**src/hw/rtl/iss_pkg.sv**
```systemverilog
// ----------------------------------------------------------------------------
// iss_pkg
// Shared types and constants for the indexed sequence store: command and
// status codes, controller states and the control/status bundles that join
// the controller and the datapath.
// ----------------------------------------------------------------------------
package iss_pkg;

    // Fixed field widths of the channels
    localparam int POS_W   = 5;
    localparam int DATA_W  = 32;
    localparam int COUNT_W = 5;
    localparam int EXT_W   = 64;

    typedef enum logic [1:0] {
        CMD_INSERT = 2'd0,
        CMD_REMOVE = 2'd1,
        CMD_GET    = 2'd2,
        CMD_CLEAR  = 2'd3
    } cmd_t;

    typedef enum logic [1:0] {
        ST_OK      = 2'd0,
        ST_BAD_POS = 2'd1,
        ST_EMPTY   = 2'd2,
        ST_FULL    = 2'd3
    } status_t;

    typedef enum logic [2:0] {
        S_IDLE,
        S_DECODE,
        S_READ,
        S_SH_RD,
        S_SH_WR,
        S_INS_WR,
        S_DONE
    } state_t;

    // Controller to datapath
    typedef struct packed {
        logic latch_in;     // capture command, position, word and status
        logic rd_at_pos;    // read the entry at the latched position
        logic rd_at_idx;    // read the entry at the shift index
        logic wr_shift;     // write read data to its shifted slot
        logic wr_insert;    // write the new word at the latched position
        logic cnt_clear;
        logic cnt_inc;
        logic cnt_dec;
        logic idx_load_ins; // index = count - 1
        logic idx_load_rem; // index = position + 1
        logic idx_step;     // down for insert, up for remove
        logic res_capture;  // result word = read data
        logic out_load;     // move the finished result into the output register
    } iss_ctrl_t;

    // Datapath to controller
    typedef struct packed {
        cmd_t op;           // latched command
        logic ok;           // latched status is ok
        logic ins_tail;     // insert goes at the end, nothing to shift
        logic rem_tail;     // remove takes the last entry, nothing to shift
        logic shift_last;   // current shift step is the final one
        logic out_full;     // output register holds an untaken result
    } iss_stat_t;

endpackage

```
**src/hw/rtl/iss_ctrl.sv**
```systemverilog
// ----------------------------------------------------------------------------
// iss_ctrl
// Controller state machine: decodes a latched command and walks the datapath
// through the read, shift and write steps it needs.
// ----------------------------------------------------------------------------
module iss_ctrl
    import iss_pkg::*;
(
    input  logic      clk,
    input  logic      rst_n,
    input  logic      in_valid,
    output logic      in_ready,
    input  logic      out_ready,
    input  iss_stat_t stat,
    output iss_ctrl_t ctrl
);

    state_t state_reg;
    state_t state_next;

    // State register
    always_ff @(posedge clk or negedge rst_n)
    begin
        if (!rst_n)
        begin
            state_reg <= S_IDLE;
        end
        else
        begin
            state_reg <= state_next;
        end
    end

    // Next state and commands
    always_comb
    begin
        state_next = state_reg;
        ctrl       = '0;
        in_ready   = 1'b0;
        unique case (state_reg)
            S_IDLE:
            begin
                in_ready = 1'b1;
                if (in_valid)
                begin
                    ctrl.latch_in = 1'b1;
                    state_next    = S_DECODE;
                end
            end
            S_DECODE:
            begin
                if (!stat.ok)
                begin
                    state_next = S_DONE;
                end
                else
                begin
                    unique case (stat.op) inside
                        CMD_CLEAR:
                        begin
                            ctrl.cnt_clear = 1'b1;
                            state_next     = S_DONE;
                        end
                        CMD_INSERT:
                        begin
                            if (stat.ins_tail)
                            begin
                                state_next = S_INS_WR;
                            end
                            else
                            begin
                                ctrl.idx_load_ins = 1'b1;
                                state_next        = S_SH_RD;
                            end
                        end
                        CMD_REMOVE, CMD_GET:
                        begin
                            ctrl.rd_at_pos = 1'b1;
                            state_next     = S_READ;
                        end
                        default:
                        begin
                            state_next = S_DONE;
                        end
                    endcase
                end
            end
            S_READ:
            begin
                ctrl.res_capture = 1'b1;
                if (stat.op == CMD_GET)
                begin
                    state_next = S_DONE;
                end
                else if (stat.rem_tail)
                begin
                    ctrl.cnt_dec = 1'b1;
                    state_next   = S_DONE;
                end
                else
                begin
                    ctrl.idx_load_rem = 1'b1;
                    state_next        = S_SH_RD;
                end
            end
            S_SH_RD:
            begin
                ctrl.rd_at_idx = 1'b1;
                state_next     = S_SH_WR;
            end
            S_SH_WR:
            begin
                ctrl.wr_shift = 1'b1;
                if (!stat.shift_last)
                begin
                    ctrl.idx_step = 1'b1;
                    state_next    = S_SH_RD;
                end
                else if (stat.op == CMD_INSERT)
                begin
                    state_next = S_INS_WR;
                end
                else
                begin
                    ctrl.cnt_dec = 1'b1;
                    state_next   = S_DONE;
                end
            end
            S_INS_WR:
            begin
                ctrl.wr_insert = 1'b1;
                ctrl.cnt_inc   = 1'b1;
                state_next     = S_DONE;
            end
            S_DONE:
            begin
                if (!stat.out_full || out_ready)
                begin
                    ctrl.out_load = 1'b1;
                    state_next    = S_IDLE;
                end
            end
            default:
            begin
                state_next = S_IDLE;
            end
        endcase
    end

endmodule

```
**src/hw/rtl/iss_datapath.sv**
```systemverilog
// ----------------------------------------------------------------------------
// iss_datapath
// Entry memory, count, shift index, command latch and output register.
// Shifting moves one entry at a time, as a read from the memory followed
// by a write of that entry to its shifted slot.
// ----------------------------------------------------------------------------
module iss_datapath
    import iss_pkg::*;
#(
    parameter int CAPACITY  = 16,
    parameter int WORD_BITS = 32
)
(
    input  logic                clk,
    input  logic                rst_n,
    input  iss_ctrl_t           ctrl,
    output iss_stat_t           stat,
    input  logic [1:0]          command,
    input  logic [POS_W-1:0]    position,
    input  logic [DATA_W-1:0]   data_in,
    input  logic                out_ready,
    output logic                out_valid,
    output logic [DATA_W-1:0]   data_out,
    output logic [1:0]          status,
    output logic [COUNT_W-1:0]  item_count
);

    localparam int AW = (CAPACITY > 1) ? $clog2(CAPACITY) : 1;
    localparam int CW = $clog2(CAPACITY + 1);
    localparam int MW = (CW > POS_W) ? CW : POS_W;

    // Entry memory and its registered read port
    logic [WORD_BITS-1:0] mem [CAPACITY];
    logic [WORD_BITS-1:0] rd_q;

    // Latched command
    cmd_t                 op_reg;
    logic [POS_W-1:0]     pos_reg;
    logic [WORD_BITS-1:0] word_reg;
    status_t              st_reg;

    logic [CW-1:0]        count_reg;
    logic [CW-1:0]        count_next;
    logic [AW-1:0]        idx_reg;
    logic [AW-1:0]        idx_next;
    logic [DATA_W-1:0]    res_reg;

    logic                 out_valid_reg;
    logic [DATA_W-1:0]    data_out_reg;
    status_t              status_reg;
    logic [COUNT_W-1:0]   item_count_reg;

    logic [MW-1:0]        cnt_ext;
    logic [MW-1:0]        pos_ext;
    logic [MW-1:0]        in_pos_ext;
    logic [MW-1:0]        idx_ext;
    logic [EXT_W-1:0]     din_ext;
    logic [EXT_W-1:0]     rd_ext;
    status_t              in_status;
    logic [AW-1:0]        rd_addr;
    logic [AW-1:0]        wr_addr;
    logic [WORD_BITS-1:0] wr_data;
    logic                 wr_en;

    assign cnt_ext    = MW'(count_reg);
    assign pos_ext    = MW'(pos_reg);
    assign in_pos_ext = MW'(position);
    assign idx_ext    = MW'(idx_reg);
    assign din_ext    = EXT_W'(data_in);
    assign rd_ext     = EXT_W'(rd_q);

    // Status of an incoming command against the current count
    always_comb
    begin
        in_status = ST_OK;
        case (cmd_t'(command)) inside
            CMD_INSERT:
            begin
                if (in_pos_ext > cnt_ext)
                begin
                    in_status = ST_BAD_POS;
                end
                else if (count_reg == CW'(CAPACITY))
                begin
                    in_status = ST_FULL;
                end
            end
            CMD_REMOVE, CMD_GET:
            begin
                if (count_reg == '0)
                begin
                    in_status = ST_EMPTY;
                end
                else if (in_pos_ext >= cnt_ext)
                begin
                    in_status = ST_BAD_POS;
                end
            end
            default:
            begin
                in_status = ST_OK;
            end
        endcase
    end

    // Flags for the controller
    always_comb
    begin
        stat.op         = op_reg;
        stat.ok         = (st_reg == ST_OK);
        stat.ins_tail   = (pos_ext == cnt_ext);
        stat.rem_tail   = ((pos_ext + MW'(1)) == cnt_ext);
        stat.shift_last = (op_reg == CMD_INSERT) ? (idx_ext == pos_ext)
                                                 : ((idx_ext + MW'(1)) == cnt_ext);
        stat.out_full   = out_valid_reg;
    end

    // Memory port addressing
    always_comb
    begin
        rd_addr = ctrl.rd_at_pos ? pos_ext[AW-1:0] : idx_reg;
        wr_en   = ctrl.wr_shift || ctrl.wr_insert;
        if (ctrl.wr_insert)
        begin
            wr_addr = pos_ext[AW-1:0];
            wr_data = word_reg;
        end
        else
        begin
            wr_addr = (op_reg == CMD_INSERT) ? (idx_reg + AW'(1)) : (idx_reg - AW'(1));
            wr_data = rd_q;
        end
    end

    // Entry memory
    always_ff @(posedge clk)
    begin
        if (wr_en)
        begin
            mem[wr_addr] <= wr_data;
        end
        if (ctrl.rd_at_pos || ctrl.rd_at_idx)
        begin
            rd_q <= mem[rd_addr];
        end
    end

    // Command latch and result word
    always_ff @(posedge clk)
    begin
        if (ctrl.latch_in)
        begin
            op_reg   <= cmd_t'(command);
            pos_reg  <= position;
            word_reg <= din_ext[WORD_BITS-1:0];
            st_reg   <= in_status;
            res_reg  <= '0;
        end
        else if (ctrl.res_capture)
        begin
            res_reg <= rd_ext[DATA_W-1:0];
        end
    end

    // Count and shift index
    always_comb
    begin
        count_next = count_reg;
        if (ctrl.cnt_clear)
        begin
            count_next = '0;
        end
        else if (ctrl.cnt_inc)
        begin
            count_next = count_reg + CW'(1);
        end
        else if (ctrl.cnt_dec)
        begin
            count_next = count_reg - CW'(1);
        end

        idx_next = idx_reg;
        if (ctrl.idx_load_ins)
        begin
            idx_next = cnt_ext[AW-1:0] - AW'(1);
        end
        else if (ctrl.idx_load_rem)
        begin
            idx_next = pos_ext[AW-1:0] + AW'(1);
        end
        else if (ctrl.idx_step)
        begin
            idx_next = (op_reg == CMD_INSERT) ? (idx_reg - AW'(1)) : (idx_reg + AW'(1));
        end
    end

    always_ff @(posedge clk or negedge rst_n)
    begin
        if (!rst_n)
        begin
            count_reg <= '0;
        end
        else
        begin
            count_reg <= count_next;
        end
    end

    always_ff @(posedge clk)
    begin
        idx_reg <= idx_next;
    end

    // Output register
    always_ff @(posedge clk or negedge rst_n)
    begin
        if (!rst_n)
        begin
            out_valid_reg <= 1'b0;
        end
        else if (ctrl.out_load)
        begin
            out_valid_reg <= 1'b1;
        end
        else if (out_ready)
        begin
            out_valid_reg <= 1'b0;
        end
    end

    always_ff @(posedge clk)
    begin
        if (ctrl.out_load)
        begin
            data_out_reg   <= res_reg;
            status_reg     <= st_reg;
            item_count_reg <= cnt_ext[COUNT_W-1:0];
        end
    end

    assign out_valid  = out_valid_reg;
    assign data_out   = data_out_reg;
    assign status     = status_reg;
    assign item_count = item_count_reg;

`ifndef SYNTHESIS
    // Count never exceeds the capacity
    a_count_bound: assert property (@(posedge clk) disable iff (!rst_n)
        count_reg <= CW'(CAPACITY))
        else $error("entry count above capacity");

    // Count moves by one step or clears
    a_count_step: assert property (@(posedge clk) disable iff (!rst_n)
        (count_reg != $past(count_reg)) |->
            (count_reg == '0 || count_reg == $past(count_reg) + CW'(1)
             || count_reg == $past(count_reg) - CW'(1)))
        else $error("entry count jumped");

    // A failed command delivers a zero word
    a_err_zero: assert property (@(posedge clk) disable iff (!rst_n)
        (out_valid_reg && status_reg != ST_OK) |-> (data_out_reg == '0))
        else $error("nonzero data with error status");

    // A result is never loaded over an untaken one
    a_no_overrun: assert property (@(posedge clk) disable iff (!rst_n)
        (ctrl.out_load && out_valid_reg) |-> out_ready)
        else $error("output overrun");
`endif

endmodule

```
**src/hw/rtl/indexed_sequence_store.sv**
```systemverilog
// ----------------------------------------------------------------------------
// indexed_sequence_store
// Ordered sequence of up to CAPACITY words with insert, remove, get and
// clear at a position; one result per command.
// ----------------------------------------------------------------------------
// Usage:
//   Input channel (in_valid/in_ready) carries command, position and data_in.
//   Output channel (out_valid/out_ready) carries data_out, status and
//   item_count, one transfer per accepted command.
//   The block works on one command at a time; in_ready is high only while
//   the controller is idle. A clear or failed command goes from decode
//   straight to done; a get reads its entry first. An insert or remove
//   also shifts each entry between the position and the end, one at a
//   time, by a read and then a write to its shifted slot, so insert/remove
//   time grows with the entries to be moved. The next command is taken in
//   the cycle after the result is loaded.
//   A finished result sits in the output register and a new command can be
//   taken while it waits; a second result waits in the controller until the
//   receiver takes the first. Reset empties the sequence at once; entry
//   contents are left as they are and are never read before being written.
// ----------------------------------------------------------------------------
module indexed_sequence_store
    import iss_pkg::*;
#(
    parameter int CAPACITY  = 16,
    parameter int WORD_BITS = 32
)
(
    input  logic                clk,
    input  logic                rst_n,
    input  logic                in_valid,
    output logic                in_ready,
    input  logic [1:0]          command,
    input  logic [POS_W-1:0]    position,
    input  logic [DATA_W-1:0]   data_in,
    output logic                out_valid,
    input  logic                out_ready,
    output logic [DATA_W-1:0]   data_out,
    output logic [1:0]          status,
    output logic [COUNT_W-1:0]  item_count
);

    iss_ctrl_t ctrl;
    iss_stat_t stat;

    // Sequencer
    iss_ctrl u_ctrl (
        .clk       (clk),
        .rst_n     (rst_n),
        .in_valid  (in_valid),
        .in_ready  (in_ready),
        .out_ready (out_ready),
        .stat      (stat),
        .ctrl      (ctrl)
    );

    // Storage and result path
    iss_datapath #(
        .CAPACITY  (CAPACITY),
        .WORD_BITS (WORD_BITS)
    ) u_datapath (
        .clk        (clk),
        .rst_n      (rst_n),
        .ctrl       (ctrl),
        .stat       (stat),
        .command    (command),
        .position   (position),
        .data_in    (data_in),
        .out_ready  (out_ready),
        .out_valid  (out_valid),
        .data_out   (data_out),
        .status     (status),
        .item_count (item_count)
    );

endmodule
```
**config.mk**
```make
export PLATFORM = sky130hd
export DESIGN_NAME = indexed_sequence_store
export DESIGN_NICKNAME = d
export VERILOG_FILES = /design/src/hw/rtl/iss_pkg.sv /design/src/hw/rtl/iss_ctrl.sv /design/src/hw/rtl/iss_datapath.sv /design/src/hw/rtl/indexed_sequence_store.sv
export SDC_FILE = /design/constraint.sdc
export NUM_CORES = 1
export LEC_CHECK = 0
export ABC_AREA = 0
export BUFFER_PORTS_ARGS = -buffer_cell sky130_fd_sc_hd__buf_2
export CORE_MARGIN = 1
export CORE_UTILIZATION = 45
export CTS_CLUSTER_SIZE = 28
export DETAILED_ROUTE_END_ITERATION = 8
export PLACE_DENSITY = 0.61
export SYNTH_ARGS = -nofsm -noshare
export SYNTH_HDL_FRONTEND = slang
export SYNTH_SLANG_ARGS = --single-unit
```
**constraint.sdc**
```tcl
create_clock -name clk -period 5.6 [get_ports clk]
set_clock_uncertainty 0.15 [all_clocks]
set_input_delay 0.56 -clock clk [delete_from_list [all_inputs] [get_ports clk]]
set_output_delay 0.56 -clock clk [all_outputs]
set_load 0.005 [all_outputs]
```
==> summary.md <==
| Metric | Value |
|---|---|
| Vias in the first global route | 18000 |
| Post-synthesis compound-gate area fraction | 0.127 |
| Most common cell after layout, fill and taps aside | edfxtp_1 |
| Synth Register Bits | 669 |
| Largest register FFs | 512 |
| Sequential fraction of the synthesis area | 0.708 |
| Tcrit/Tclk final | 0.753 |
| Cell Pwr Density | 561 nW/um^2 |
| Vias/cell | 6.16 |
| Final net count | 2197 |
| Peak supply drop | 305 uV |
| EDFF count, synth | 628 |
| Storage cell area | 19700 um^2 |
| CP peak stage delay | 900 ps |
| Final WL | 76800 um |
| Top-area cell type share of the netlist area | 0.677 |
| Synth Area in Simple Gates | 0.0861 |
| Critical-path cell list | or4_4 > o21ai_2 > and2_4 > buf_4 > mux2i_1 > a2111oi_0 > a221o_1 |
| Filler cell count | 4959 |
| Largest Register | u_datapath.mem |
| CP Launch Type | flip-flop |
| Pin count of the biggest net entering global routing | 91 |
| Setup TNS Final | 0 ps |
| Wirelength per Cell | 25.8 um |
| Starting Density | 0.459 |
| Syn_area_per_cell | 13.7 um^2 |
| Cts repair resizes | 0 |
| Outcome | completed |
| CTS tree | yes |
| Initial antenna violation count | 0 |
| Critical path type | reg2reg |
| Std-Cell Rows | 90 |
| # port buffers | 83 |
| Drt initial violations | 2130 |
| I/O Pins | 84 |
| Post-synth top flop | edfxtp_1 |
| Post-synthesis mux area share | 0.0297 |
| Residual DRC | 0 |
| WP data required | 5940 ps |
| Commonest non-fill, non-tap cells in the layout | 628 x edfxtp_1, 243 x nand2_1, 138 x a21oi_1, 83 x buf_2, 76 x nand3_1 |
| F_max | 0.237 GHz |
| Synth Area in Adders | 0.00836 |
| Area of the die | 62900 um^2 |
| Cell taking the most area after synthesis | edfxtp_1 |
| Ant diodes | 0 |
| P_leak | 10.7 nW |
| Syn Std Cell Area | 27800 um^2 |
| Die height | 251 um |
| Clock slew at reported path FFs | 60 ps |
| DP HPWL | 43200 um |
| Buffers and inverters on the worst path | 1 |
| Root Buffer | clkbuf_16 |
| Post-Synth XOR/XNOR Area | 0.00881 |
| Via Count | 18346 |
| Max clock buf depth | 3 |
| CP max FO | 75 |
| Ys async rst share | 0.0135 |
| Gate count of the mapped netlist | 2038 |
| Critical path data arrival time | 4550 ps |
| Max transition margin | 0.204 |
| Skew-Pair Late Insertion Delay | 630 ps |
| Min Hold Slack | 35.1 ps |
| Total of max-cap violations | 0 |
| Slew Limit Fails | 0 |
| Final min period | 4210 ps |
| GRT Total Usage | 0.245 |
| Worst-Margin Slew | 1190 ps |
| Final setup fails | 0 |
| Dominant combinational cell family by area after synthesis | compound AO/OA/AOI/OAI gates |
| Drt first pass iters | 7 |
| Syn. warnings | 0 |
| H-tree levels | 3 |
| RD Place Congestion | 0.850 |
| Total CTS buffers | 71 |
| Crit. End Element | flip-flop |
| Syn nets | 2099 |
| P&R area growth vs syn | 15.3% |
| First-pass GRT wire length | 115000 um |
| Layout cells sized above 1 | 0.153 |
| Post-route ant nets | 0 |
| Area of the multi-input gates | 7500 um^2 |
| Crit-path leading delay family | simple AND/OR/NAND/NOR gates |
| Core ar. | 60700 um^2 |
| Synth unique cells | 62 |
| HP Class | in2reg |
| CTS sink count | 669 |
| RSZ-0062 raised after global routing | no |
| Fin. Hold Viols | 0 |
| Gr ovfl total | 0 |
| Critical Path Slowest Stage Cell | or4_4 |
| Die Wd | 251 um |
| Dominant cells by area after synthesis | edfxtp_1 68%, nand2_1 3.3%, a21oi_1 2.5% |
-- metrics by stage --
step | setup WS (ps) | utilization | std cells | area (um^2) | total power [mW]
floorplan | 1450 | - | 2038 | 27800 | 11.1
global placement | 1510 | 0.483 | 2807 | 29300 | 13.1
detailed placement | 1450 | 0.483 | 2807 | 29300 | 13.3
CTS | 1430 | 0.529 | 2977 | 32100 | 18.0
global route | 1150 | 0.529 | 2977 | 32100 | 18.8
finish | 1390 | 0.529 | 2977 | 32100 | 18.0
-- routing by layer --
layer  routed length, um  GRT usage  vias to the layer above  share of wire
li1                    -          -                     8117              -
met1               32900      0.343                     9264           0.43
met5                   0          0                        -              0
met2               35800      0.387                      804           0.47
met4                2320     0.0826                        0          0.030
met3                5790     0.0435                      161          0.075
-- final cells by class --
type | instances | area share
Clock buffer | 94 | 0.0606
Clock inverter | 38 | 0.0136
Inverter | 53 | 0.00620
Multi-Input combinational cell | 1158 | 0.234
Sequential cell | 669 | 0.615
Tap cell | 782 | 0.0305
Timing Repair Buffer | 183 | 0.0409
-- worst register-to-register path: stages, from the launching register on --
cell and delay (ps):
dfrtp_1 530, or4_4 900, o21ai_2 320, and2_4 830, buf_4 500, mux2i_1 160, a2111oi_0 490, a221o_1 220
-- worst paths after layout --
kind,to,slack [ps],startpoint,depth (start not counted)
worst max-delay path,u_datapath.rd_q[17],1390,u_ctrl.state_reg[2],7
worst min-delay path,u_datapath.op_reg[0],40,command[0],1
worst max register to register,u_datapath.rd_q[17],1390,u_ctrl.state_reg[2],7
min in group asynchronous,u_datapath.cnt_ext[2],180,rst_n,2
worst min register to register,u_datapath.data_out[23],280,u_datapath.res_reg[23],0
max in group asynchronous,u_datapath.cnt_ext[0],4930,rst_n,2
-- where the power goes --
| part | switching, mW | internal, mW |
|---|---|---|
| Combinational | 4.13 | 1.85 |
| Sequential | 0.403 | 6.87 |
| Clock | 2.02 | 2.72 |
-- cell families (layout without fill, tap and decap cells) --
| family | after synthesis | count (layout) |
|---|---|---|
| muxes | 78 | 78 |
| xor gates and xnor gates | 28 | 28 |
| adders and majority gates | 18 | 18 |
| AOI/OAI and AO/OA | 508 | 508 |
| and+or+nand+nor | 526 | 526 |
| DFF | 669 | 669 |
| buffers and inverters | 211 | 368 |
-- cells in the mapped netlist (8+ instances only) --
master,instances
dfrtp_1,9
a221o_1,29
nor2_1,55
nand3_1,76
clkbuf_1,114
inv_1,53
o221ai_1,34
mux2i_1,42
xor2_1,8
o21ai_1,12
a311o_1,32
buf_2,29
o21ai_0,36
nor3_1,72
a21oi_1,138
mux2_2,36
nand2b_1,37
o22ai_1,61
a31oi_1,38
edfxtp_1,628
a211oi_1,36
o2111ai_1,33
nor2b_1,8
xnor2_1,20
ha_1,17
dfxtp_1,32
nand2_1,247
a2111oi_0,29
-- timing repair --
item,4_1_cts,5_1_grt
hold buffers,38,0
buffers inserted,0,0
hold endpoints to repair,46,0
Power figures use the tool's default switching activity.
